===== src/rtl/core/assert_macros.svh =====
// Assertion helpers; clk_i and rst_ni must be visible where a macro is used.
`ifndef ASSERT_MACROS_SVH
`define ASSERT_MACROS_SVH
`ifndef ASSERT_OFF
`define ASSERT_CHK(lbl, prop) \
  lbl: assert property (@(posedge clk_i) disable iff (!rst_ni) (prop)) \
    else $error("assertion failed");
`define ASSERT_NEXT(lbl, ante, cons) \
  lbl: assert property (@(posedge clk_i) disable iff (!rst_ni) (ante) |=> (cons)) \
    else $error("assertion failed");
`else
`define ASSERT_CHK(lbl, prop)
`define ASSERT_NEXT(lbl, ante, cons)
`endif
`endif


===== src/rtl/core/pwm_pkg.sv =====
package pwm_pkg;

  localparam int POS_W      = 32;
  localparam int VAL_W      = 32;
  localparam int CNT_W      = 24;
  localparam int SPAN_W     = 25;
  localparam int SUM_W      = VAL_W + CNT_W;
  localparam int QUO_W      = 32;
  localparam int FIFO_DEPTH = 4;

  localparam logic [SPAN_W-1:0] SPAN_MIN   = 25'd2;
  localparam logic [SPAN_W-1:0] SPAN_MAX   = 25'd16777216;
  localparam logic [SPAN_W-1:0] SPAN_RESET = 25'd1024;
  localparam logic [CNT_W-1:0]  CNT_MAX    = '1;

  typedef enum logic [1:0] {
    ST_MEAN  = 2'd0,
    ST_ORDER = 2'd1,
    ST_ZERO  = 2'd2
  } status_e;

  // Classified item; kind ST_MEAN marks a sample that enters a window.
  typedef struct packed {
    status_e            kind;
    logic [POS_W-1:0]   pos;
    logic [VAL_W-1:0]   value;
    logic               eos;
  } item_t;

  typedef struct packed {
    logic   push;
    item_t  item;
  } push_t;

  typedef struct packed {
    logic              start;
    logic [SPAN_W-1:0] hi;
    logic [QUO_W-1:0]  lo;
    logic [SPAN_W-1:0] divisor;
  } div_req_t;

  typedef struct packed {
    logic              busy;
    logic              done;
    logic [QUO_W-1:0]  quotient;
    logic [SPAN_W-1:0] remainder;
  } div_rsp_t;

endpackage


===== src/rtl/core/position_window_mean_top.sv =====
// Binned mean over position-tagged Q16.16 samples: windows of window_span
// positions starting at position 1; a sample beyond the open window closes
// it and reports its truncated mean if it holds samples, bad positions
// report an error and are dropped, and tlast on a sample flushes the open
// window and restarts. The front accepts one sample per cycle into a
// four-entry queue while it is not full; the back takes one sample at a
// time. Closing a window with samples runs the shared 32-step divider for
// the mean and then for the span advance, closing an empty window runs it
// for the span advance only, and a flush with samples runs it for the mean.
// The result register lets the next sample enter while a result waits.
module position_window_mean_top
  import pwm_pkg::*;
(
  input  logic                         clk_i,
  input  logic                         rst_ni,
  input  logic                         cfg_valid_i,
  output logic                         cfg_ready_o,
  input  logic [SPAN_W-1:0]            cfg_data_i,     // window_span
  input  logic                         s_axis_tvalid,
  output logic                         s_axis_tready,
  input  logic [POS_W+VAL_W-1:0]       s_axis_tdata,   // position, sample_value
  input  logic                         s_axis_tlast,   // end_of_stream
  output logic                         m_axis_tvalid,
  input  logic                         m_axis_tready,
  // window_start, window_mean, sample_count
  output logic [POS_W+VAL_W+CNT_W-1:0] m_axis_tdata,
  output logic [1:0]                   m_axis_tuser,   // status
  output logic                         m_axis_tlast    // last_of_run
);

  logic [SPAN_W-1:0] span_q;
  logic [SPAN_W-1:0] span_eff;
  logic              full;
  logic              empty;
  logic              pop;
  push_t             push;
  item_t             head;
  div_req_t          div_req;
  div_rsp_t          div_rsp;

  assign cfg_ready_o = 1'b1;

  always_ff @(posedge clk_i or negedge rst_ni) begin
    if (!rst_ni) begin
      span_q <= SPAN_RESET;
    end else if (cfg_valid_i) begin
      span_q <= cfg_data_i;
    end
  end

  // Clamp the span into its legal range.
  assign span_eff = (span_q < SPAN_MIN) ? SPAN_MIN :
                    (span_q > SPAN_MAX) ? SPAN_MAX : span_q;

  pwm_front u_front (
    .clk_i      (clk_i),
    .rst_ni     (rst_ni),
    .s_tvalid_i (s_axis_tvalid),
    .s_tready_o (s_axis_tready),
    .s_tdata_i  (s_axis_tdata),
    .s_tlast_i  (s_axis_tlast),
    .full_i     (full),
    .push_o     (push)
  );

  pwm_fifo u_fifo (
    .clk_i   (clk_i),
    .rst_ni  (rst_ni),
    .push_i  (push),
    .pop_i   (pop),
    .full_o  (full),
    .empty_o (empty),
    .head_o  (head)
  );

  pwm_div u_div (
    .clk_i  (clk_i),
    .rst_ni (rst_ni),
    .req_i  (div_req),
    .rsp_o  (div_rsp)
  );

  pwm_back u_back (
    .clk_i      (clk_i),
    .rst_ni     (rst_ni),
    .head_i     (head),
    .empty_i    (empty),
    .pop_o      (pop),
    .span_i     (span_eff),
    .div_req_o  (div_req),
    .div_rsp_i  (div_rsp),
    .m_tvalid_o (m_axis_tvalid),
    .m_tready_i (m_axis_tready),
    .m_tdata_o  (m_axis_tdata),
    .m_tuser_o  (m_axis_tuser),
    .m_tlast_o  (m_axis_tlast)
  );

endmodule


===== src/rtl/core/pwm_div.sv =====
// Restoring divider, one quotient bit per cycle. The high part of the
// dividend must be below the divisor so the quotient fits QUO_W bits.
module pwm_div
  import pwm_pkg::*;
(
  input  logic     clk_i,
  input  logic     rst_ni,
  input  div_req_t req_i,
  output div_rsp_t rsp_o
);

  localparam int STEP_W = $clog2(QUO_W);

  logic [SPAN_W-1:0] rem_q, rem_d;
  logic [QUO_W-1:0]  quo_q, quo_d;
  logic [SPAN_W-1:0] dvs_q, dvs_d;
  logic [STEP_W-1:0] step_q, step_d;
  logic              busy_q, busy_d;
  logic              done_q, done_d;
  logic [SPAN_W:0]   trial;
  logic [SPAN_W:0]   diff;

  assign trial = {rem_q, quo_q[QUO_W-1]};
  assign diff  = trial - {1'b0, dvs_q};

  always_comb begin
    rem_d  = rem_q;
    quo_d  = quo_q;
    dvs_d  = dvs_q;
    step_d = step_q;
    busy_d = busy_q;
    done_d = done_q;
    if (req_i.start) begin
      rem_d  = req_i.hi;
      quo_d  = req_i.lo;
      dvs_d  = req_i.divisor;
      step_d = STEP_W'(QUO_W - 1);
      busy_d = 1'b1;
      done_d = 1'b0;
    end else if (busy_q) begin
      if (trial >= {1'b0, dvs_q}) begin
        rem_d = diff[SPAN_W-1:0];
        quo_d = {quo_q[QUO_W-2:0], 1'b1};
      end else begin
        rem_d = trial[SPAN_W-1:0];
        quo_d = {quo_q[QUO_W-2:0], 1'b0};
      end
      if (step_q == '0) begin
        busy_d = 1'b0;
        done_d = 1'b1;
      end else begin
        step_d = step_q - STEP_W'(1);
      end
    end
  end

  always_ff @(posedge clk_i or negedge rst_ni) begin
    if (!rst_ni) begin
      busy_q <= 1'b0;
      done_q <= 1'b0;
      step_q <= '0;
    end else begin
      busy_q <= busy_d;
      done_q <= done_d;
      step_q <= step_d;
    end
  end

  always_ff @(posedge clk_i) begin
    rem_q <= rem_d;
    quo_q <= quo_d;
    dvs_q <= dvs_d;
  end

  assign rsp_o.busy      = busy_q;
  assign rsp_o.done      = done_q;
  assign rsp_o.quotient  = quo_q;
  assign rsp_o.remainder = rem_q;

endmodule


===== src/rtl/core/pwm_front.sv =====
// Accept samples and sort out bad positions from the last good position
// alone; it waits only on a full queue, not on window arithmetic.
module pwm_front
  import pwm_pkg::*;
(
  input  logic                   clk_i,
  input  logic                   rst_ni,
  input  logic                   s_tvalid_i,
  output logic                   s_tready_o,
  input  logic [POS_W+VAL_W-1:0] s_tdata_i,
  input  logic                   s_tlast_i,
  input  logic                   full_i,
  output push_t                  push_o
);

  logic [POS_W-1:0] prev_q, prev_d;
  logic [POS_W-1:0] pos;
  logic             accept;
  status_e          kind;

  assign pos        = s_tdata_i[POS_W-1:0];
  assign s_tready_o = !full_i;
  assign accept     = s_tvalid_i && s_tready_o;

  // Order check wins over the zero check.
  always_comb begin
    if (pos < prev_q) begin
      kind = ST_ORDER;
    end else if (pos == '0) begin
      kind = ST_ZERO;
    end else begin
      kind = ST_MEAN;
    end
  end

  always_comb begin
    prev_d = prev_q;
    if (accept) begin
      if (s_tlast_i) begin
        prev_d = '0;
      end else if (kind == ST_MEAN) begin
        prev_d = pos;
      end
    end
  end

  always_ff @(posedge clk_i or negedge rst_ni) begin
    if (!rst_ni) begin
      prev_q <= '0;
    end else begin
      prev_q <= prev_d;
    end
  end

  assign push_o.push       = accept;
  assign push_o.item.kind  = kind;
  assign push_o.item.pos   = pos;
  assign push_o.item.value = s_tdata_i[POS_W+VAL_W-1:POS_W];
  assign push_o.item.eos   = s_tlast_i;

endmodule


===== src/rtl/core/pwm_fifo.sv =====
`include "assert_macros.svh"

module pwm_fifo
  import pwm_pkg::*;
(
  input  logic  clk_i,
  input  logic  rst_ni,
  input  push_t push_i,
  input  logic  pop_i,
  output logic  full_o,
  output logic  empty_o,
  output item_t head_o
);

  localparam int PTR_W  = $clog2(FIFO_DEPTH);
  localparam int FILL_W = $clog2(FIFO_DEPTH + 1);

  item_t             mem_q [FIFO_DEPTH];
  logic [PTR_W-1:0]  wr_ptr_q, wr_ptr_d;
  logic [PTR_W-1:0]  rd_ptr_q, rd_ptr_d;
  logic [FILL_W-1:0] fill_q, fill_d;

  assign full_o  = (fill_q == FILL_W'(FIFO_DEPTH));
  assign empty_o = (fill_q == '0);
  assign head_o  = mem_q[rd_ptr_q];

  always_comb begin
    wr_ptr_d = wr_ptr_q;
    rd_ptr_d = rd_ptr_q;
    fill_d   = fill_q;
    if (push_i.push) begin
      wr_ptr_d = wr_ptr_q + PTR_W'(1);
    end
    if (pop_i) begin
      rd_ptr_d = rd_ptr_q + PTR_W'(1);
    end
    if (push_i.push && !pop_i) begin
      fill_d = fill_q + FILL_W'(1);
    end else if (pop_i && !push_i.push) begin
      fill_d = fill_q - FILL_W'(1);
    end
  end

  always_ff @(posedge clk_i or negedge rst_ni) begin
    if (!rst_ni) begin
      wr_ptr_q <= '0;
      rd_ptr_q <= '0;
      fill_q   <= '0;
    end else begin
      wr_ptr_q <= wr_ptr_d;
      rd_ptr_q <= rd_ptr_d;
      fill_q   <= fill_d;
    end
  end

  always_ff @(posedge clk_i) begin
    if (push_i.push) begin
      mem_q[wr_ptr_q] <= push_i.item;
    end
  end

  `ASSERT_CHK(a_fill_in_range, fill_q <= FILL_W'(FIFO_DEPTH))
  `ASSERT_CHK(a_pop_not_empty, pop_i |-> !empty_o)
  `ASSERT_CHK(a_push_not_full, push_i.push |-> !full_o)

endmodule


===== src/rtl/core/pwm_back.sv =====
`include "assert_macros.svh"

// Window engine: accumulate samples, close and flush windows, and drive
// the result register.
module pwm_back
  import pwm_pkg::*;
(
  input  logic                           clk_i,
  input  logic                           rst_ni,
  input  item_t                          head_i,
  input  logic                           empty_i,
  output logic                           pop_o,
  input  logic [SPAN_W-1:0]              span_i,
  output div_req_t                       div_req_o,
  input  div_rsp_t                       div_rsp_i,
  output logic                           m_tvalid_o,
  input  logic                           m_tready_i,
  output logic [POS_W+VAL_W+CNT_W-1:0]   m_tdata_o,
  output logic [1:0]                     m_tuser_o,
  output logic                           m_tlast_o
);

  typedef enum logic [5:0] {
    S_IDLE  = 6'b000001,
    S_EVAL  = 6'b000010,
    S_MDIV  = 6'b000100,
    S_SDIV  = 6'b001000,
    S_FLUSH = 6'b010000,
    S_FDIV  = 6'b100000
  } state_e;

  state_e            state_q, state_d;
  item_t             item_q, item_d;
  logic [POS_W-1:0]  start_q, start_d;
  logic [SUM_W-1:0]  sum_q, sum_d;
  logic [CNT_W-1:0]  cnt_q, cnt_d;

  logic              out_valid_q, out_valid_d;
  status_e           out_status_q, out_status_d;
  logic [POS_W-1:0]  out_start_q, out_start_d;
  logic [VAL_W-1:0]  out_mean_q, out_mean_d;
  logic [CNT_W-1:0]  out_count_q, out_count_d;
  logic              out_last_q, out_last_d;

  logic              out_free;
  logic [POS_W:0]    window_end;
  logic              closes;
  logic              neg;
  logic [SUM_W-1:0]  mag;
  logic [VAL_W-1:0]  mean;
  logic [SUM_W-1:0]  val_ext;
  logic [POS_W-1:0]  grid_offset;
  logic [POS_W-1:0]  new_start;
  div_req_t          mean_req;
  div_req_t          span_req;

  assign out_free    = !out_valid_q || m_tready_i;
  assign window_end  = {1'b0, start_q} + (POS_W + 1)'(span_i);
  assign closes      = ({1'b0, item_q.pos} > window_end);
  assign neg         = sum_q[SUM_W-1];
  assign mag         = neg ? (~sum_q + SUM_W'(1)) : sum_q;
  assign mean        = neg ? (~div_rsp_i.quotient + VAL_W'(1)) : div_rsp_i.quotient;
  assign val_ext     = {{(SUM_W-VAL_W){item_q.value[VAL_W-1]}}, item_q.value};
  assign grid_offset = item_q.pos - start_q - POS_W'(1);
  // Last start below the position on the span grid.
  assign new_start   = item_q.pos - POS_W'(1) - POS_W'(div_rsp_i.remainder);

  // |sum| <= count * 2^31, so the high part of the magnitude stays below
  // the count and the quotient fits 32 bits.
  always_comb begin
    mean_req.start   = 1'b1;
    mean_req.hi      = SPAN_W'(mag[SUM_W-1:QUO_W]);
    mean_req.lo      = mag[QUO_W-1:0];
    mean_req.divisor = SPAN_W'(cnt_q);
    span_req.start   = 1'b1;
    span_req.hi      = '0;
    span_req.lo      = grid_offset;
    span_req.divisor = span_i;
  end

  always_comb begin
    state_d      = state_q;
    item_d       = item_q;
    start_d      = start_q;
    sum_d        = sum_q;
    cnt_d        = cnt_q;
    pop_o        = 1'b0;
    div_req_o    = span_req;
    div_req_o.start = 1'b0;
    out_valid_d  = out_valid_q && !m_tready_i;
    out_status_d = out_status_q;
    out_start_d  = out_start_q;
    out_mean_d   = out_mean_q;
    out_count_d  = out_count_q;
    out_last_d   = out_last_q;

    case (state_q)
      S_IDLE: begin
        if (!empty_i) begin
          pop_o   = 1'b1;
          item_d  = head_i;
          state_d = S_EVAL;
        end
      end
      S_EVAL: begin
        if (item_q.kind != ST_MEAN) begin
          if (out_free) begin
            out_valid_d  = 1'b1;
            out_status_d = item_q.kind;
            out_start_d  = start_q;
            out_mean_d   = '0;
            out_count_d  = '0;
            out_last_d   = !(item_q.eos && cnt_q != '0);
            state_d      = item_q.eos ? S_FLUSH : S_IDLE;
          end
        end else if (closes) begin
          if (cnt_q != '0) begin
            div_req_o = mean_req;
            state_d   = S_MDIV;
          end else begin
            div_req_o = span_req;
            state_d   = S_SDIV;
          end
        end else begin
          // Drop samples once the count is saturated.
          if (cnt_q != CNT_MAX) begin
            sum_d = sum_q + val_ext;
            cnt_d = cnt_q + CNT_W'(1);
          end
          state_d = item_q.eos ? S_FLUSH : S_IDLE;
        end
      end
      S_MDIV: begin
        if (div_rsp_i.done && out_free) begin
          out_valid_d  = 1'b1;
          out_status_d = ST_MEAN;
          out_start_d  = start_q;
          out_mean_d   = mean;
          out_count_d  = cnt_q;
          out_last_d   = !item_q.eos;
          div_req_o    = span_req;
          state_d      = S_SDIV;
        end
      end
      S_SDIV: begin
        if (div_rsp_i.done) begin
          start_d = new_start;
          sum_d   = val_ext;
          cnt_d   = CNT_W'(1);
          state_d = item_q.eos ? S_FLUSH : S_IDLE;
        end
      end
      S_FLUSH: begin
        if (cnt_q != '0) begin
          div_req_o = mean_req;
          state_d   = S_FDIV;
        end else begin
          start_d = POS_W'(1);
          sum_d   = '0;
          cnt_d   = '0;
          state_d = S_IDLE;
        end
      end
      S_FDIV: begin
        if (div_rsp_i.done && out_free) begin
          out_valid_d  = 1'b1;
          out_status_d = ST_MEAN;
          out_start_d  = start_q;
          out_mean_d   = mean;
          out_count_d  = cnt_q;
          out_last_d   = 1'b1;
          start_d      = POS_W'(1);
          sum_d        = '0;
          cnt_d        = '0;
          state_d      = S_IDLE;
        end
      end
      default: begin
        state_d = S_IDLE;
      end
    endcase
  end

  always_ff @(posedge clk_i or negedge rst_ni) begin
    if (!rst_ni) begin
      state_q     <= S_IDLE;
      start_q     <= POS_W'(1);
      sum_q       <= '0;
      cnt_q       <= '0;
      out_valid_q <= 1'b0;
    end else begin
      state_q     <= state_d;
      start_q     <= start_d;
      sum_q       <= sum_d;
      cnt_q       <= cnt_d;
      out_valid_q <= out_valid_d;
    end
  end

  always_ff @(posedge clk_i) begin
    item_q       <= item_d;
    out_status_q <= out_status_d;
    out_start_q  <= out_start_d;
    out_mean_q   <= out_mean_d;
    out_count_q  <= out_count_d;
    out_last_q   <= out_last_d;
  end

  assign m_tvalid_o = out_valid_q;
  assign m_tdata_o  = {out_count_q, out_mean_q, out_start_q};
  assign m_tuser_o  = out_status_q;
  assign m_tlast_o  = out_last_q;

  `ASSERT_CHK(a_div_start_idle, div_req_o.start |-> !div_rsp_i.busy)
  `ASSERT_NEXT(a_pop_to_eval, pop_o, state_q == S_EVAL)
  `ASSERT_CHK(a_mean_has_count, (out_valid_q && out_status_q == ST_MEAN) |-> (out_count_q != '0))
  `ASSERT_CHK(a_err_is_empty, (out_valid_q && out_status_q != ST_MEAN) |-> (out_count_q == '0 && out_mean_q == '0))

endmodule

===== config.mk =====
export PLATFORM = sky130hd
export DESIGN_NAME = position_window_mean_top
export DESIGN_NICKNAME = d
export VERILOG_FILES = /design/src/rtl/core/pwm_pkg.sv /design/src/rtl/core/position_window_mean_top.sv /design/src/rtl/core/pwm_div.sv /design/src/rtl/core/pwm_front.sv /design/src/rtl/core/pwm_fifo.sv /design/src/rtl/core/pwm_back.sv
export VERILOG_INCLUDE_DIRS = /design/src /design/src/rtl/core
export SDC_FILE = /design/constraint.sdc
export NUM_CORES = 1
export LEC_CHECK = 0
export BUFFER_PORTS_ARGS = -buffer_cell sky130_fd_sc_hd__buf_2
export CORE_UTILIZATION = 40
export CTS_CLUSTER_DIAMETER = 150
export CTS_CLUSTER_SIZE = 28
export DETAILED_ROUTE_END_ITERATION = 7
export PLACE_DENSITY_LB_ADDON = 0.2
export RECOVER_POWER = 50
export SYNTH_ARGS = -nofsm -noshare
export SYNTH_HDL_FRONTEND = slang
export SYNTH_SLANG_ARGS = --single-unit
export TNS_END_PERCENT = 100

===== constraint.sdc =====
create_clock -name clk_i -period 9.06 [get_ports clk_i]
set_input_delay 1.812 -clock clk_i [delete_from_list [all_inputs] [get_ports clk_i]]
set_output_delay 1.812 -clock clk_i [all_outputs]
set_load 0.005 [all_outputs]

==> key figures <==
Power
  – Clock network fraction of total power: 0.099
  – Register share of total power: 0.353
  – Comb pwr share: 0.549
  – P_int: 0.008990 W
  – VDD IR-drop max: about 0.20 mV
  – Leak Pwr: 16.59 nW
  – Sw frac: 0.4498
  – NetSw: 0.007349 W
  – Power density over the cells: 390.7 nW/µm²

Die
  – Core Rows: 113
  – DIE AREA: between 90000 and 100000 µm²
  – Core area: 95440 µm²
  – # IOs: 189
  – Die Height: 313.2 µm
  – Starting Density: 0.4058
  – Die Wd: 313.2 µm

Cells and area
  – Sequential Area: 20020 µm²
  – Area Growth Syn to Fin: 7.960%
  – FILL cells: slightly below 9000
  – Ant diodes: 0
  – Fin cells: 4816
  – Nets: ~3900
  – Post-layout util: 0.4382
  – Layout cells sized above 1: 0.09378
  – Multi-input gate area: 17560 µm²

STA
  – Final setup fails: 0
  – Final Hold Viols: 0
  – FMAX: 123.9 MHz
  – Slew headroom: -1.948
  – TNS Setup: 0 ns
  – RSZ-0062 raised after global routing: false
  – Worst Tran Pin Value: 4.422 ns
  – Setup Skew: 0.04817 ns
  – Tcrit/Tclk final: 0.8910
  – Tmin final: 8.073 ns
  – Slew Viols, Final: approximately 440

GRT
  – Vias in the first global route: between 20000 and 30000
  – First-pass GRT wire length: 165300 µm
  – GRT Util Overall: 0.2185
  – Total grt overflow: 0
  – Initial antenna violation count: 2
  – Largest net degree at the start of global routing: 134

Setup path
  – CP startpoint kind: register
  – Required time of the critical path: between 9 and 10 ns
  – Crit-path slowest cell: o31ai_1
  – Crit-path max FO: 21
  – Largest stage delay on the critical path: ~0.63 ns
  – CP endpoint kind: register
  – Worst setup path category: reg2reg
  – Worst Path Arrival: 8.55 ns

Clocking
  – Clk sinks: approximately 700
  – Clock Path Buffers: 3
  – Worst skew pair latency: 0.66 ns
  – Clk root buf: clkbuf_16
  – CTS H-tree depth: 1
  – CTS tree: built
  – # hold bufs at CTS: 0
  – Clock slew seen by the registers of the worst setup and hold paths: 0.14 ns
  – Cts bufs inserted: 28

Yosys
  – Register area share after synthesis: 0.5167
  – Syn avg cell area: 11.41 µm²
  – Cells after Synth: 3396
  – Yosys cell types: 83
  – Synthesized cell area: 38730 µm²
  – Async S/R FF share, synth: 0.2722
  – Ys Warns: 0
  – Mapped Nets: 3732
  – FF+latch count, synth: 698
  – Top FF cell, synth: edfxtp_1
  – Post-synth EDFFs: 508

Drt
  – Total wire length: 109100 µm
  – Detail Route Antenna Nets: 0
  – # DRC: 0
  – DRT iter0 DRCs: 2251
  – DRT Pass-1 Iters: 5
  – Wirelength per Cell: 22.65 µm
  – Vias: 27175
  – Vias per std cell: 5.643

Placed design
  – HPWL Detailed: around 82000 µm
  – Number of I/O port buffers: roughly 190
  – Placed cell count: 4764
  – GPL Wtd Cong: 0.9791

Job
  – MaxCap Viol Count: 8

Status
  – Failing checks: capacitance limit, slew limit
  – Status: finished with violations

Hold path
  – Worst Hold Class: reg2reg
-- routing by layer --
layer | vias up | wire [µm] | GRT usage
li1 | 12959 | - | -
met1 | 13439 | 51390 | 0.3212
met2 | 688 | 50780 | 0.3541
met3 | 87 | 4932 | 0.02038
met4 | 2 | 1954 | 0.03847
met5 | - | 16 | 0
-- final cells by class --
| type | instances | area share |
|---|---|---|
| Clock buffer | 52 | 0.01966 |
| Multi-Input combinational cell | 2393 | 0.4200 |
| Inverter | 185 | 0.01661 |
| Tap cell | 1265 | 0.03785 |
| Sequential cell | 698 | 0.4787 |
| Timing Repair Buffer | 223 | 0.02717 |
-- cells in the mapped netlist (all sizes together) (8+ instances only) --
library cell  instances  share of area
a22o                 53          0.012
mux2                 35          0.010
o41ai                16         0.0036
nand3                47         0.0061
inv                 184          0.018
and3                 25         0.0040
o31ai                57          0.011
and4                  9         0.0020
o31a                  8         0.0018
or3                  36         0.0064
xnor2               120          0.027
a21o                 90          0.017
o211ai               21         0.0041
edfxtp              508           0.39
or4                  23         0.0048
nor2b                29         0.0047
dfrtp               187           0.12
buf                  14         0.0015
nand4                39         0.0063
nand2b               27         0.0044
o21ai               211          0.027
nand2               268          0.026
o21bai               16         0.0031
clkbuf              105          0.012
mux2i                24         0.0062
and2                 55         0.0089
o22ai                30         0.0048
nand3b                8         0.0016
nor3                 57         0.0074
a21oi               222          0.029
o21a                 24         0.0047
ha                  235          0.076
mux4                 67          0.039
or2                  11         0.0018
a22oi                27         0.0052
xor2                130          0.029
nor2                202          0.020
a31oi                24         0.0039
nor4                 31         0.0050
a21boi                8         0.0016
a2111oi              10         0.0023
a211oi               26         0.0050
-- stage by stage --
step                      power (W)  hold slack [ns]  instance area (µm²)  worst slack [ns]
final                       0.01634           0.4673                41820            0.9874
after global routing        0.01754           0.4919                41820            0.1935
after CTS                   0.01634           0.4708                41930            0.7790
after detailed placement    0.01470           0.4719                41110            0.8608
after global placement      0.01468           0.4753                41110             1.067
after floorplan             0.01190           0.4464                38730             1.384
-- worst paths after layout --
kind                                               startpoint                              end  slack [ns]  depth (start not counted)
min in group asynchronous                              rst_ni      u_back.sum_q[8]$_DFFE_PN0P_        2.45                          1
worst min-delay path            u_back.start_q[8]$_DFFE_PN0P_  u_back.out_start_q[8]$_DFFE_PP_        0.47                          0
worst min register to register  u_back.start_q[8]$_DFFE_PN0P_  u_back.out_start_q[8]$_DFFE_PP_        0.47                          0
worst max register to register          span_q[2]$_DFFE_PN0P_        u_div.quo_q[16]$_DFFE_PP_        0.99                         31
worst max-delay path                    span_q[2]$_DFFE_PN0P_        u_div.quo_q[16]$_DFFE_PP_        0.99                         31
max in group asynchronous                              rst_ni     u_back.sum_q[55]$_DFFE_PN0P_        4.15                          1
-- state kept, by name (all words and copies together) (netlist names), 24 cells and up --
register,flops
u_fifo.mem_q,268
u_back.item_q,67
u_back.sum_q,56
u_back.out_mean_q,32
u_back.out_start_q,32
u_back.start_q,32
u_div.quo_q,32
u_front.prev_q,32
span_q,25
u_div.dvs_q,25
u_div.rem_q,25
u_back.cnt_q,24
u_back.out_count_q,24
-- power by group through the flow --
stage	logic, W	clock network [W]	registers (W)
final	0.00897	0.00161	0.00576
after detailed placement	0.00890	0	0.00581
after global routing	0.00991	0.00175	0.00588
after global placement	0.00888	0	0.00580
after floorplan	0.00659	0	0.00531
after CTS	0.00894	0.00167	0.00573
-- placed cells by master (no fill, tap or decap), types with 10 or more instances in the layout --
master | synthesis | layout
and3_1 | 25 | 21
a211oi_1 | 26 | 26
a22o_1 | 53 | 53
clkbuf_1 | 99 | 96
nor2_1 | 202 | 200
nand4_1 | 39 | 39
and2_1 | 55 | 53
mux4_2 | 67 | 67
inv_1 | 184 | 182
a22oi_1 | 27 | 27
o31ai_1 | 56 | 56
mux2i_1 | 24 | 24
o22ai_1 | 30 | 30
or3_1 | 28 | 28
ha_1 | 235 | 235
nand2_1 | 268 | 268
nand2b_1 | 27 | 26
nor2b_1 | 29 | 28
xor2_1 | 130 | 130
nor4_1 | 31 | 31
a31oi_1 | 24 | 24
o21bai_1 | 16 | 16
o211ai_1 | 21 | 21
nand3_1 | 47 | 47
a21oi_1 | 222 | 221
or4_1 | 19 | 19
mux2_2 | 35 | 35
buf_2 | 1 | 119
buf_4 | 1 | 27
o21a_1 | 24 | 24
clkbuf_16 | 0 | 29
o21ai_0 | 210 | 207
a2111oi_0 | 10 | 10
dfrtp_1 | 187 | 185
a21o_1 | 90 | 90
o41ai_1 | 16 | 16
xnor2_1 | 120 | 120
edfxtp_1 | 508 | 508
nor3_1 | 57 | 56
-- critical path: cells and delay by family, from the launching register on --
family / cells / cell delay [ns]
AO/OA/AOI/OAI: 17 / 4.00
flip-flops: 1 / 0.44
XOR/XNOR: 1 / 0.17
buffers and inverters: 1 / 0.32
AND/OR/NAND/NOR: 10 / 2.29
adder cells (fa/ha/maj): 2 / 0.63
-- logic make-up (layout without fill, tap and decap cells) --
group	Yosys count	count (layout)	share of synthesized area
other	1	1	0.00009682
adders and majority gates	241	241	0.07902
buffers and inverters	305	460	0.03146
DFF	698	698	0.5167
xor gates and xnor gates	250	250	0.05653
muxes	126	126	0.05534
AOI/OAI and AO/OA	891	891	0.1484
and+or+nand+nor	884	884	0.1125
-- what timing repair did --
action,4_1_cts,5_1_grt
gates resized for setup,0,1
setup endpoints to repair,0,1
endpoints found under the hold margin,0,0
setup buffers,0,0
(Power assumes the default switching activity.)
